[src/hdl/rse_pkg.sv]
// Shared constants, register indexes and types of the Reed-Solomon encoder.
package rse_pkg;

  localparam int SymBitsDef = 3;
  localparam int NparDef    = 2;
  localparam int QueueDepthDef = 2;

  localparam int CfgIdxW   = 1;
  localparam int FieldPolyW = 8;

  localparam logic [FieldPolyW-1:0] FieldPolyRst = 8'd3;
  localparam logic [63:0]           GenCoeffsRst = 64'd51;

  typedef enum logic [CfgIdxW-1:0] {
    CfgFieldPoly = 1'b0,
    CfgGenCoeffs = 1'b1
  } rse_cfg_idx_e;

  typedef struct packed {
    logic last;
    logic too_long;
  } rse_flags_t;

endpackage

[src/hdl/rse_front.sv]
// Front end: configuration registers, symbol counter and parity division LFSR.
module rse_front #(
  parameter int SYM_BITS = rse_pkg::SymBitsDef,
  parameter int NPAR     = rse_pkg::NparDef,
  parameter int CFG_W    = 8
) (
  input  logic                          clk_i,
  input  logic                          rst_ni,
  input  logic                          cfg_we_i,
  input  logic [rse_pkg::CfgIdxW-1:0]   cfg_idx_i,
  input  logic [CFG_W-1:0]              cfg_data_i,
  input  logic                          in_valid_i,
  input  logic [SYM_BITS-1:0]           in_sym_i,
  input  logic                          in_last_i,
  output logic                          in_ready_o,
  output logic                          push_o,
  input  logic                          push_ready_i,
  output logic [SYM_BITS-1:0]           push_sym_o,
  output logic [NPAR*SYM_BITS-1:0]      push_par_o,
  output rse_pkg::rse_flags_t           push_flags_o
);
  import rse_pkg::*;

  localparam int GenW  = NPAR * SYM_BITS;
  localparam int Limit = (1 << SYM_BITS) - 1 - NPAR;

  logic [FieldPolyW-1:0] field_poly_q;
  logic [GenW-1:0]       gen_q;
  logic [SYM_BITS-1:0]   par_q [NPAR];
  logic [SYM_BITS-1:0]   par_d [NPAR];
  logic [SYM_BITS-1:0]   cnt_q, cnt_d, cnt_inc;
  logic [SYM_BITS-1:0]   fb;
  logic                  tl;
  logic                  accept;

  function automatic logic [SYM_BITS-1:0] gf_mul(input logic [SYM_BITS-1:0] a,
                                                 input logic [SYM_BITS-1:0] b,
                                                 input logic [SYM_BITS-1:0] low);
    logic [SYM_BITS:0] acc;
    acc = '0;
    for (int i = SYM_BITS - 1; i >= 0; i--) begin
      acc = {acc[SYM_BITS-1:0], 1'b0};
      if (acc[SYM_BITS]) begin
        acc = {1'b0, acc[SYM_BITS-1:0] ^ low};
      end
      if (b[i]) begin
        acc = acc ^ {1'b0, a};
      end
    end
    return acc[SYM_BITS-1:0];
  endfunction

  assign in_ready_o = push_ready_i;
  assign accept     = in_valid_i && push_ready_i;
  assign push_o     = accept;

  assign cnt_inc = (cnt_q != '1) ? cnt_q + 1'b1 : cnt_q;
  assign tl      = (Limit < 0) || (int'({1'b0, cnt_inc}) > Limit);
  assign fb      = in_sym_i ^ par_q[NPAR-1];

  always_comb begin
    par_d[0] = gf_mul(fb, gen_q[0 +: SYM_BITS], field_poly_q[SYM_BITS-1:0]);
    for (int i = 1; i < NPAR; i++) begin
      par_d[i] = par_q[i-1] ^
                 gf_mul(fb, gen_q[i*SYM_BITS +: SYM_BITS], field_poly_q[SYM_BITS-1:0]);
    end
    for (int i = 0; i < NPAR; i++) begin
      push_par_o[i*SYM_BITS +: SYM_BITS] = par_d[i];
    end
  end

  assign cnt_d                 = in_last_i ? '0 : cnt_inc;
  assign push_sym_o            = in_sym_i;
  assign push_flags_o.last     = in_last_i;
  assign push_flags_o.too_long = tl;

  always_ff @(posedge clk_i or negedge rst_ni) begin
    if (!rst_ni) begin
      field_poly_q <= FieldPolyRst;
      gen_q        <= GenW'(GenCoeffsRst);
    end else if (cfg_we_i) begin
      unique case (cfg_idx_i)
        CfgFieldPoly: field_poly_q <= cfg_data_i[FieldPolyW-1:0];
        CfgGenCoeffs: gen_q        <= cfg_data_i[GenW-1:0];
        default: ;
      endcase
    end
  end

  always_ff @(posedge clk_i or negedge rst_ni) begin
    if (!rst_ni) begin
      cnt_q <= '0;
      for (int i = 0; i < NPAR; i++) begin
        par_q[i] <= '0;
      end
    end else if (accept) begin
      cnt_q <= cnt_d;
      for (int i = 0; i < NPAR; i++) begin
        par_q[i] <= in_last_i ? '0 : par_d[i];
      end
    end
  end

endmodule

[src/hdl/rse_fifo.sv]
// Short queue that carries encoded words from the front end to the output sequencer.
module rse_fifo #(
  parameter int WIDTH = 8,
  parameter int DEPTH = rse_pkg::QueueDepthDef
) (
  input  logic             clk_i,
  input  logic             rst_ni,
  input  logic             push_i,
  input  logic [WIDTH-1:0] push_data_i,
  output logic             push_ready_o,
  input  logic             pop_i,
  output logic             pop_valid_o,
  output logic [WIDTH-1:0] pop_data_o
);

  localparam int PtrW = (DEPTH > 1) ? $clog2(DEPTH) : 1;
  localparam int CntW = $clog2(DEPTH + 1);

  logic [WIDTH-1:0] mem_q [DEPTH];
  logic [PtrW-1:0]  wr_q, rd_q;
  logic [CntW-1:0]  cnt_q;

  assign push_ready_o = (int'(cnt_q) != DEPTH);
  assign pop_valid_o  = (cnt_q != '0);
  assign pop_data_o   = mem_q[rd_q];

  always_ff @(posedge clk_i) begin
    if (push_i) begin
      mem_q[wr_q] <= push_data_i;
    end
  end

  always_ff @(posedge clk_i or negedge rst_ni) begin
    if (!rst_ni) begin
      wr_q  <= '0;
      rd_q  <= '0;
      cnt_q <= '0;
    end else begin
      if (push_i) begin
        wr_q <= (int'(wr_q) == DEPTH - 1) ? '0 : wr_q + 1'b1;
      end
      if (pop_i) begin
        rd_q <= (int'(rd_q) == DEPTH - 1) ? '0 : rd_q + 1'b1;
      end
      if (push_i && !pop_i) begin
        cnt_q <= cnt_q + 1'b1;
      end else if (pop_i && !push_i) begin
        cnt_q <= cnt_q - 1'b1;
      end
    end
  end

  assert property (@(posedge clk_i) disable iff (!rst_ni) push_i |-> push_ready_o)
    else $error("Queue written while full.");
  assert property (@(posedge clk_i) disable iff (!rst_ni) pop_i |-> pop_valid_o)
    else $error("Queue read while empty.");

endmodule

[src/hdl/rse_back.sv]
// Output sequencer: echoes each message word and appends the parity words of a block.
module rse_back #(
  parameter int SYM_BITS = rse_pkg::SymBitsDef,
  parameter int NPAR     = rse_pkg::NparDef
) (
  input  logic                     clk_i,
  input  logic                     rst_ni,
  input  logic                     q_valid_i,
  input  logic [SYM_BITS-1:0]      q_sym_i,
  input  logic [NPAR*SYM_BITS-1:0] q_par_i,
  input  rse_pkg::rse_flags_t      q_flags_i,
  output logic                     q_pop_o,
  output logic                     m_valid_o,
  input  logic                     m_ready_i,
  output logic [SYM_BITS-1:0]      m_sym_o,
  output logic                     m_is_parity_o,
  output logic                     m_end_o,
  output logic                     m_too_long_o
);
  import rse_pkg::*;

  localparam int PhW = $clog2(NPAR + 1);

  logic [PhW-1:0]      ph_q, ph_d;
  logic                valid_q;
  logic [SYM_BITS-1:0] sym_q, sym_d;
  logic                par_q, end_q, tl_q;
  logic                load, fire, done;

  assign load = !valid_q || m_ready_i;
  assign fire = load && q_valid_i;
  assign done = (ph_q == '0) ? !q_flags_i.last : (int'(ph_q) == NPAR);
  assign q_pop_o = fire && done;
  assign ph_d = done ? '0 : ph_q + 1'b1;

  always_comb begin
    sym_d = q_sym_i;
    for (int j = 0; j < NPAR; j++) begin
      if (ph_q != '0 && int'(ph_q) == NPAR - j) begin
        sym_d = q_par_i[j*SYM_BITS +: SYM_BITS];
      end
    end
  end

  always_ff @(posedge clk_i or negedge rst_ni) begin
    if (!rst_ni) begin
      valid_q <= 1'b0;
      ph_q    <= '0;
    end else begin
      if (load) begin
        valid_q <= q_valid_i;
      end
      if (fire) begin
        ph_q <= ph_d;
      end
    end
  end

  always_ff @(posedge clk_i) begin
    if (fire) begin
      sym_q <= sym_d;
      par_q <= (ph_q != '0);
      end_q <= (int'(ph_q) == NPAR);
      tl_q  <= q_flags_i.too_long;
    end
  end

  assign m_valid_o     = valid_q;
  assign m_sym_o       = sym_q;
  assign m_is_parity_o = par_q;
  assign m_end_o       = end_q;
  assign m_too_long_o  = tl_q;

  assert property (@(posedge clk_i) disable iff (!rst_ni) valid_q && end_q |-> par_q)
    else $error("Block end flagged on a word that is not parity.");
  assert property (@(posedge clk_i) disable iff (!rst_ni) int'(ph_q) <= NPAR)
    else $error("Output phase ran past the parity count.");
  assert property (@(posedge clk_i) disable iff (!rst_ni)
                   (ph_q != '0) |-> q_valid_i && q_flags_i.last)
    else $error("Parity phase without a pending last word.");

endmodule

[src/hdl/systematic_rs_encoder_top.sv]
// Top level of the systematic Reed-Solomon encoder.
// Message words enter one per cycle while the queue has room and are echoed
// unchanged, each also divided into the parity LFSR; the word marked last is
// followed by NPAR parity words, highest degree first, the final one with tlast
// high. The output sequencer sends one word per cycle while tready is high, so
// a block of k message words gives k + NPAR output words. With an idle output,
// an accepted word is registered in the queue and then in the sequencer. The
// queue between the LFSR front end and the sequencer holds QUEUE_DEPTH words.
// Under a steady stream the input stalls while parity is sent. It also stalls
// whenever the queue fills during an output stall. The field polynomial
// (register 0) and the packed generator coefficients g0 upward (register 1) are
// loaded through the write port and take effect at the next accepted word.
module systematic_rs_encoder_top #(
  parameter int SYM_BITS    = rse_pkg::SymBitsDef,
  parameter int NPAR        = rse_pkg::NparDef,
  parameter int QUEUE_DEPTH = rse_pkg::QueueDepthDef,
  localparam int GenW  = NPAR * SYM_BITS,
  localparam int CfgW  = (GenW > rse_pkg::FieldPolyW) ? GenW : rse_pkg::FieldPolyW,
  localparam int DataW = ((SYM_BITS + 7) / 8) * 8
) (
  input  logic                        clk_i,
  input  logic                        rst_ni,
  input  logic                        cfg_we_i,
  input  logic [rse_pkg::CfgIdxW-1:0] cfg_idx_i,
  input  logic [CfgW-1:0]             cfg_data_i,
  input  logic                        s_axis_tvalid,
  output logic                        s_axis_tready,
  input  logic [DataW-1:0]            s_axis_tdata,  // msg_symbol
  input  logic                        s_axis_tlast,
  output logic                        m_axis_tvalid,
  input  logic                        m_axis_tready,
  output logic [DataW-1:0]            m_axis_tdata,  // code_symbol
  output logic [1:0]                  m_axis_tuser,  // too_long, is_parity
  output logic                        m_axis_tlast
);
  import rse_pkg::*;

  localparam int QW = GenW + SYM_BITS + $bits(rse_flags_t);

  logic                push, push_ready, pop, pop_valid;
  logic [SYM_BITS-1:0] f_sym, b_sym, m_sym;
  logic [GenW-1:0]     f_par, b_par;
  rse_flags_t          f_flags, b_flags;
  logic [QW-1:0]       q_in, q_out;
  logic                m_par, m_tl;

  rse_front #(
    .SYM_BITS(SYM_BITS),
    .NPAR    (NPAR),
    .CFG_W   (CfgW)
  ) u_front (
    .clk_i       (clk_i),
    .rst_ni      (rst_ni),
    .cfg_we_i    (cfg_we_i),
    .cfg_idx_i   (cfg_idx_i),
    .cfg_data_i  (cfg_data_i),
    .in_valid_i  (s_axis_tvalid),
    .in_sym_i    (s_axis_tdata[SYM_BITS-1:0]),
    .in_last_i   (s_axis_tlast),
    .in_ready_o  (s_axis_tready),
    .push_o      (push),
    .push_ready_i(push_ready),
    .push_sym_o  (f_sym),
    .push_par_o  (f_par),
    .push_flags_o(f_flags)
  );

  assign q_in = {f_par, f_sym, f_flags};

  rse_fifo #(
    .WIDTH(QW),
    .DEPTH(QUEUE_DEPTH)
  ) u_fifo (
    .clk_i       (clk_i),
    .rst_ni      (rst_ni),
    .push_i      (push),
    .push_data_i (q_in),
    .push_ready_o(push_ready),
    .pop_i       (pop),
    .pop_valid_o (pop_valid),
    .pop_data_o  (q_out)
  );

  assign {b_par, b_sym, b_flags} = q_out;

  rse_back #(
    .SYM_BITS(SYM_BITS),
    .NPAR    (NPAR)
  ) u_back (
    .clk_i        (clk_i),
    .rst_ni       (rst_ni),
    .q_valid_i    (pop_valid),
    .q_sym_i      (b_sym),
    .q_par_i      (b_par),
    .q_flags_i    (b_flags),
    .q_pop_o      (pop),
    .m_valid_o    (m_axis_tvalid),
    .m_ready_i    (m_axis_tready),
    .m_sym_o      (m_sym),
    .m_is_parity_o(m_par),
    .m_end_o      (m_axis_tlast),
    .m_too_long_o (m_tl)
  );

  assign m_axis_tdata = DataW'(m_sym);
  assign m_axis_tuser = {m_tl, m_par};

endmodule

[config.mk]
export PLATFORM = sky130hd
export DESIGN_NAME = systematic_rs_encoder_top
export DESIGN_NICKNAME = d
export VERILOG_FILES = /design/src/hdl/rse_pkg.sv /design/src/hdl/rse_front.sv /design/src/hdl/rse_fifo.sv /design/src/hdl/rse_back.sv /design/src/hdl/systematic_rs_encoder_top.sv
export SDC_FILE = /design/constraint.sdc
export NUM_CORES = 1
export LEC_CHECK = 0
export BUFFER_PORTS_ARGS = -buffer_cell sky130_fd_sc_hd__buf_2
export CORE_AREA = 2 2 72 74
export DETAILED_ROUTE_END_ITERATION = 8
export DIE_AREA = 0 0 74 76
export PLACE_DENSITY = 0.84
export RECOVER_POWER = 50
export SETUP_SLACK_MARGIN = 0.1
export SYNTH_ARGS = -nofsm -noshare
export SYNTH_HDL_FRONTEND = slang
export SYNTH_SLANG_ARGS = --single-unit
[constraint.sdc]
create_clock -name clk_i -period 2 [get_ports clk_i]
set_input_delay 0.4 -clock clk_i [delete_from_list [all_inputs] [get_ports clk_i]]
set_output_delay 0.4 -clock clk_i [all_outputs]
set_load 0.03 [all_outputs]
==> impl_metrics.py <==
metrics = {
    "placement": {
        "hpwl_um": 2902,
        "postPlaceCellArea_um2": 2738,
        "portBuffers": 23,
        "gp_congestion": 0.8487,
        "pre_cts_ws_ps": 3.847,
    },
    "die": {
        "initial_core_util_pct": 51.81,
        "die_area_um2": 5624,
        "die_h_um": 76,
        "die_w_um": 74,
        "core_area_um2": 4912,
        "io_pins": 36,
        "fp-row-count": 26,
    },
    "critical_path": {
        "crit_chain": "xor2_4, a211o_1, and4_4, o21a_1, xnor2_2, a22o_1",
        "critPathMaxFanout": 6,
        "start_kind": "flip-flop",
        "cp.arrival_ps": 2060,
        "path_buf_inv": 0,
        "cp-end-kind": "flip-flop",
        "crit_path_max_incr_delay_ps": 450,
        "required_ps": 2190,
        "crit_family": "compound AO/OA/AOI/OAI gates",
        "cp_slowest_cell": "dfrtp_2",
        "critPathKind": "reg2reg",
    },
    "grt": {
        "grt_pass1_vias": 1448,
        "grt_usage_pct": 15.55,
        "grt_max_degree": 26,
        "grt_first_pass_wirelength_um": 6624,
        "antenna_found_initial": 0,
        "overflow": 0,
    },
    "pwr": {
        "power.density_nw_per_um2": 1582,
        "power.leakage_uw": 0.001145,
        "finalPower_uw": 4551,
        "peakVddDrop_mv": 0.6600,
    },
    "clock_tree": {
        "cts_tree": "yes",
        "insertion_delay_ps": 300,
        "clockBufferDepth": 2,
        "post_cts_buffers": 0,
        "cts_sinks": 53,
        "hold_buffers": 0,
        "numCtsBuffers": 5,
        "h-tree-depth": 2,
        "clk_pin_slew_worst_paths_ps": 90,
        "cts_root_buf": "clkbuf_8",
    },
    "sta": {
        "setup_viol": 0,
        "hold_viol": 0,
        "tightest_slew_ps": 1358,
        "finalMaxSlewViolations": 0,
        "finalCritPeriodShare_pct": 93.63,
        "rsz0062_at_grt": "true",
        "fmax_ghz": 0.5340,
        "fin_skew_ps": 7.845,
        "fin_crit_ps": 1873,
        "slew_headroom_pct": 9.488,
        "setup_ws_ps": 127.4,
        "fin_setup_tns_ps": 0,
    },
    "detailed_routing": {
        "firstDrtPassIters": 4,
        "routedWlPerCell_um": 14.12,
        "drt.antenna.violating_nets": 0,
        "drt-initial-drc-count": 68,
        "routed_via_density": 5.253,
        "wl_um": 4137,
        "drc": 0,
        "vias": 1539,
    },
    "logic_synthesis": {
        "synth.distinct_cells": 41,
        "syn_inst": 192,
        "ys_seq_elements": 53,
        "ys_warn_count": 0,
        "ys_seq_area_share_pct": 57.92,
        "synthesis.area_um2": 2545,
        "synth.avg_cell_area_um2": 13.25,
    },
    "cells_and_area": {
        "antenna_cells": 0,
        "fillerInstances": 393,
        "layout-drive-gt1-share_pct": 25.56,
        "nets": 248,
        "area_delta_synth_final_pct": 13.03,
        "fin_area_um2": 2877,
    },
    "job": {
        "cap_violations": 0,
    },
    "worst_hold_path": {
        "min_path_type": "in2reg",
    },
    "outcome": {
        "status": "finished, final reports clean",
    },
}
## layer usage
layer | vias up | GRT usage, % | wire length [um]
met5 | - | 0 | 0
li1 | 737 | - | -
met3 | 4 | 4.365 | 182
met1 | 759 | 19.40 | 1752
met2 | 39 | 25.89 | 2157
met4 | 0 | 4.909 | 44
## per-stage QoR
stage | util, % | hold WS, ps | cells
after floorplan | - | 104.4 | 196
after global placement | 55.73 | 428.2 | 285
after detailed placement | 55.73 | 433.7 | 285
after CTS | 58.30 | 102.7 | 293
after global routing | 58.56 | 312.0 | 293
final | 58.56 | 331.5 | 293
## cell usage in the layout, fill, tap and decap left out, types with 2 or more instances in the layout
cell type,n
edfxtp_1,28
nand2_1,20
dfrtp_1,18
clkbuf_1,15
mux2_2,12
xnor2_1,11
buf_2,11
xor2_1,7
inv_1,6
nor2_1,6
a22o_1,6
dfstp_2,6
xnor2_2,5
nand3_1,5
mux4_2,5
conb_1,5
clkbuf_8,5
o21a_1,4
nand2b_1,4
o21ai_0,4
buf_4,4
o21ai_1,3
a21oi_1,3
ha_1,3
mux2i_1,2
nor2b_1,2
and3_1,2
a31oi_1,2
o22ai_1,2
## flip-flops by register name, indices dropped and copies added, names as in the netlist, 2 cells and up
signal,flops
u_front.gen_q,6
u_front.par_q,6
u_fifo.cnt_q,2
u_fifo.mem_q,22
u_back.m_sym_o,3
u_front.field_poly_q,3
u_front.cnt_q,3
u_back.ph_q,2
## cell usage after synthesis
library cell,count,area [um^2]
nand2_1,20,75.07
o32ai_1,1,8.760
buf_4,7,52.55
o21ai_1,3,15.01
o21ai_0,4,20.02
and4_1,1,8.760
nor2_1,7,26.28
ha_1,3,37.54
a21o_1,1,7.510
edfxtp_1,28,840.8
o21a_1,4,30.03
buf_6,1,11.26
nand4_1,1,6.260
o22ai_1,2,12.51
or2_2,1,6.260
a211o_1,1,8.760
xnor3_1,1,22.52
xnor2_1,16,140.1
inv_1,6,22.52
a31oi_1,2,12.51
mux4_2,5,112.6
and3_1,2,12.51
a22oi_1,1,7.510
xor2_1,7,61.31
a211oi_2,1,12.51
clkbuf_1,1,3.750
xor2_2,1,16.27
nand2b_1,4,25.02
nand3_1,5,25.02
nor2b_1,2,12.51
nor3_2,1,10.01
a22o_1,6,52.55
conb_1,1,3.750
buf_2,1,5.000
nor3_1,1,5.000
and4_4,1,11.26
mux2i_1,2,20.02
dfrtp_1,19,475.5
mux2_2,12,135.1
a21oi_1,3,15.01
dfstp_2,6,157.7
## power breakdown
part / leakage, uW / total [uW] / switching [uW] / internal (uW)
Clock: 0.0000528 / 698 / 328 / 370
Combinational: 0.000530 / 1880 / 1010 / 874
Sequential: 0.000563 / 1970 / 264 / 1710
## cell families (layout without fill, tap and decap cells)
kind of cell,after synthesis,after routing,synth area share [%]
AO/OA/AOI/OAI,29,29,7.964
other,1,5,0.1474
AND/OR/NAND/NOR,46,46,8.800
flip-flops,53,53,57.92
buffers and inverters,16,43,3.736
XOR/XNOR,25,25,9.440
multiplexers,19,19,10.52
adder cells (fa/ha/maj),3,3,1.475
## path summary, 6_finish.rpt
kind,startpoint,endpoint,slack [ps],depth (start not counted)
min reg2reg,u_back.m_valid_o$_DFFE_PN0P_,u_back.m_valid_o$_DFFE_PN0P_,510,2
max,u_front.par_q[2]$_DFFE_PN0P_,u_front.par_q[1]$_DFFE_PN0P_,130,6
max in group asynchronous,rst_ni,u_front.par_q[2]$_DFFE_PN0P_,730,1
min in group asynchronous,rst_ni,u_front.field_poly_q[2]$_DFFE_PN0P_,390,1
min,cfg_data_i[3],u_front.gen_q[3]$_DFFE_PN0P_,330,2
max reg2reg,u_front.par_q[2]$_DFFE_PN0P_,u_front.par_q[1]$_DFFE_PN0P_,130,6
## cell type report
| type | instances | area, um^2 | share of cell area, % |
|---|---|---|---|
| multi-input cells | 127 | 1047 | 36.41 |
| flip-flops and latches | 53 | 1475 | 51.28 |
| repair buffers | 29 | 137.6 | 4.785 |
| clock inverters | 2 | 33.78 | 1.174 |
| well taps | 70 | 87.58 | 3.045 |
| inverters | 6 | 22.52 | 0.7829 |
| clock buffers | 6 | 72.57 | 2.523 |
## repair_timing
action | in CTS | in global routing
gates resized for setup | 3 | 5
cloned | 0 | 0
pin swaps | 2 | 1
endpoints found under the setup margin | 4 | 14
Note: power is estimated with default switching activity, not from simulation.
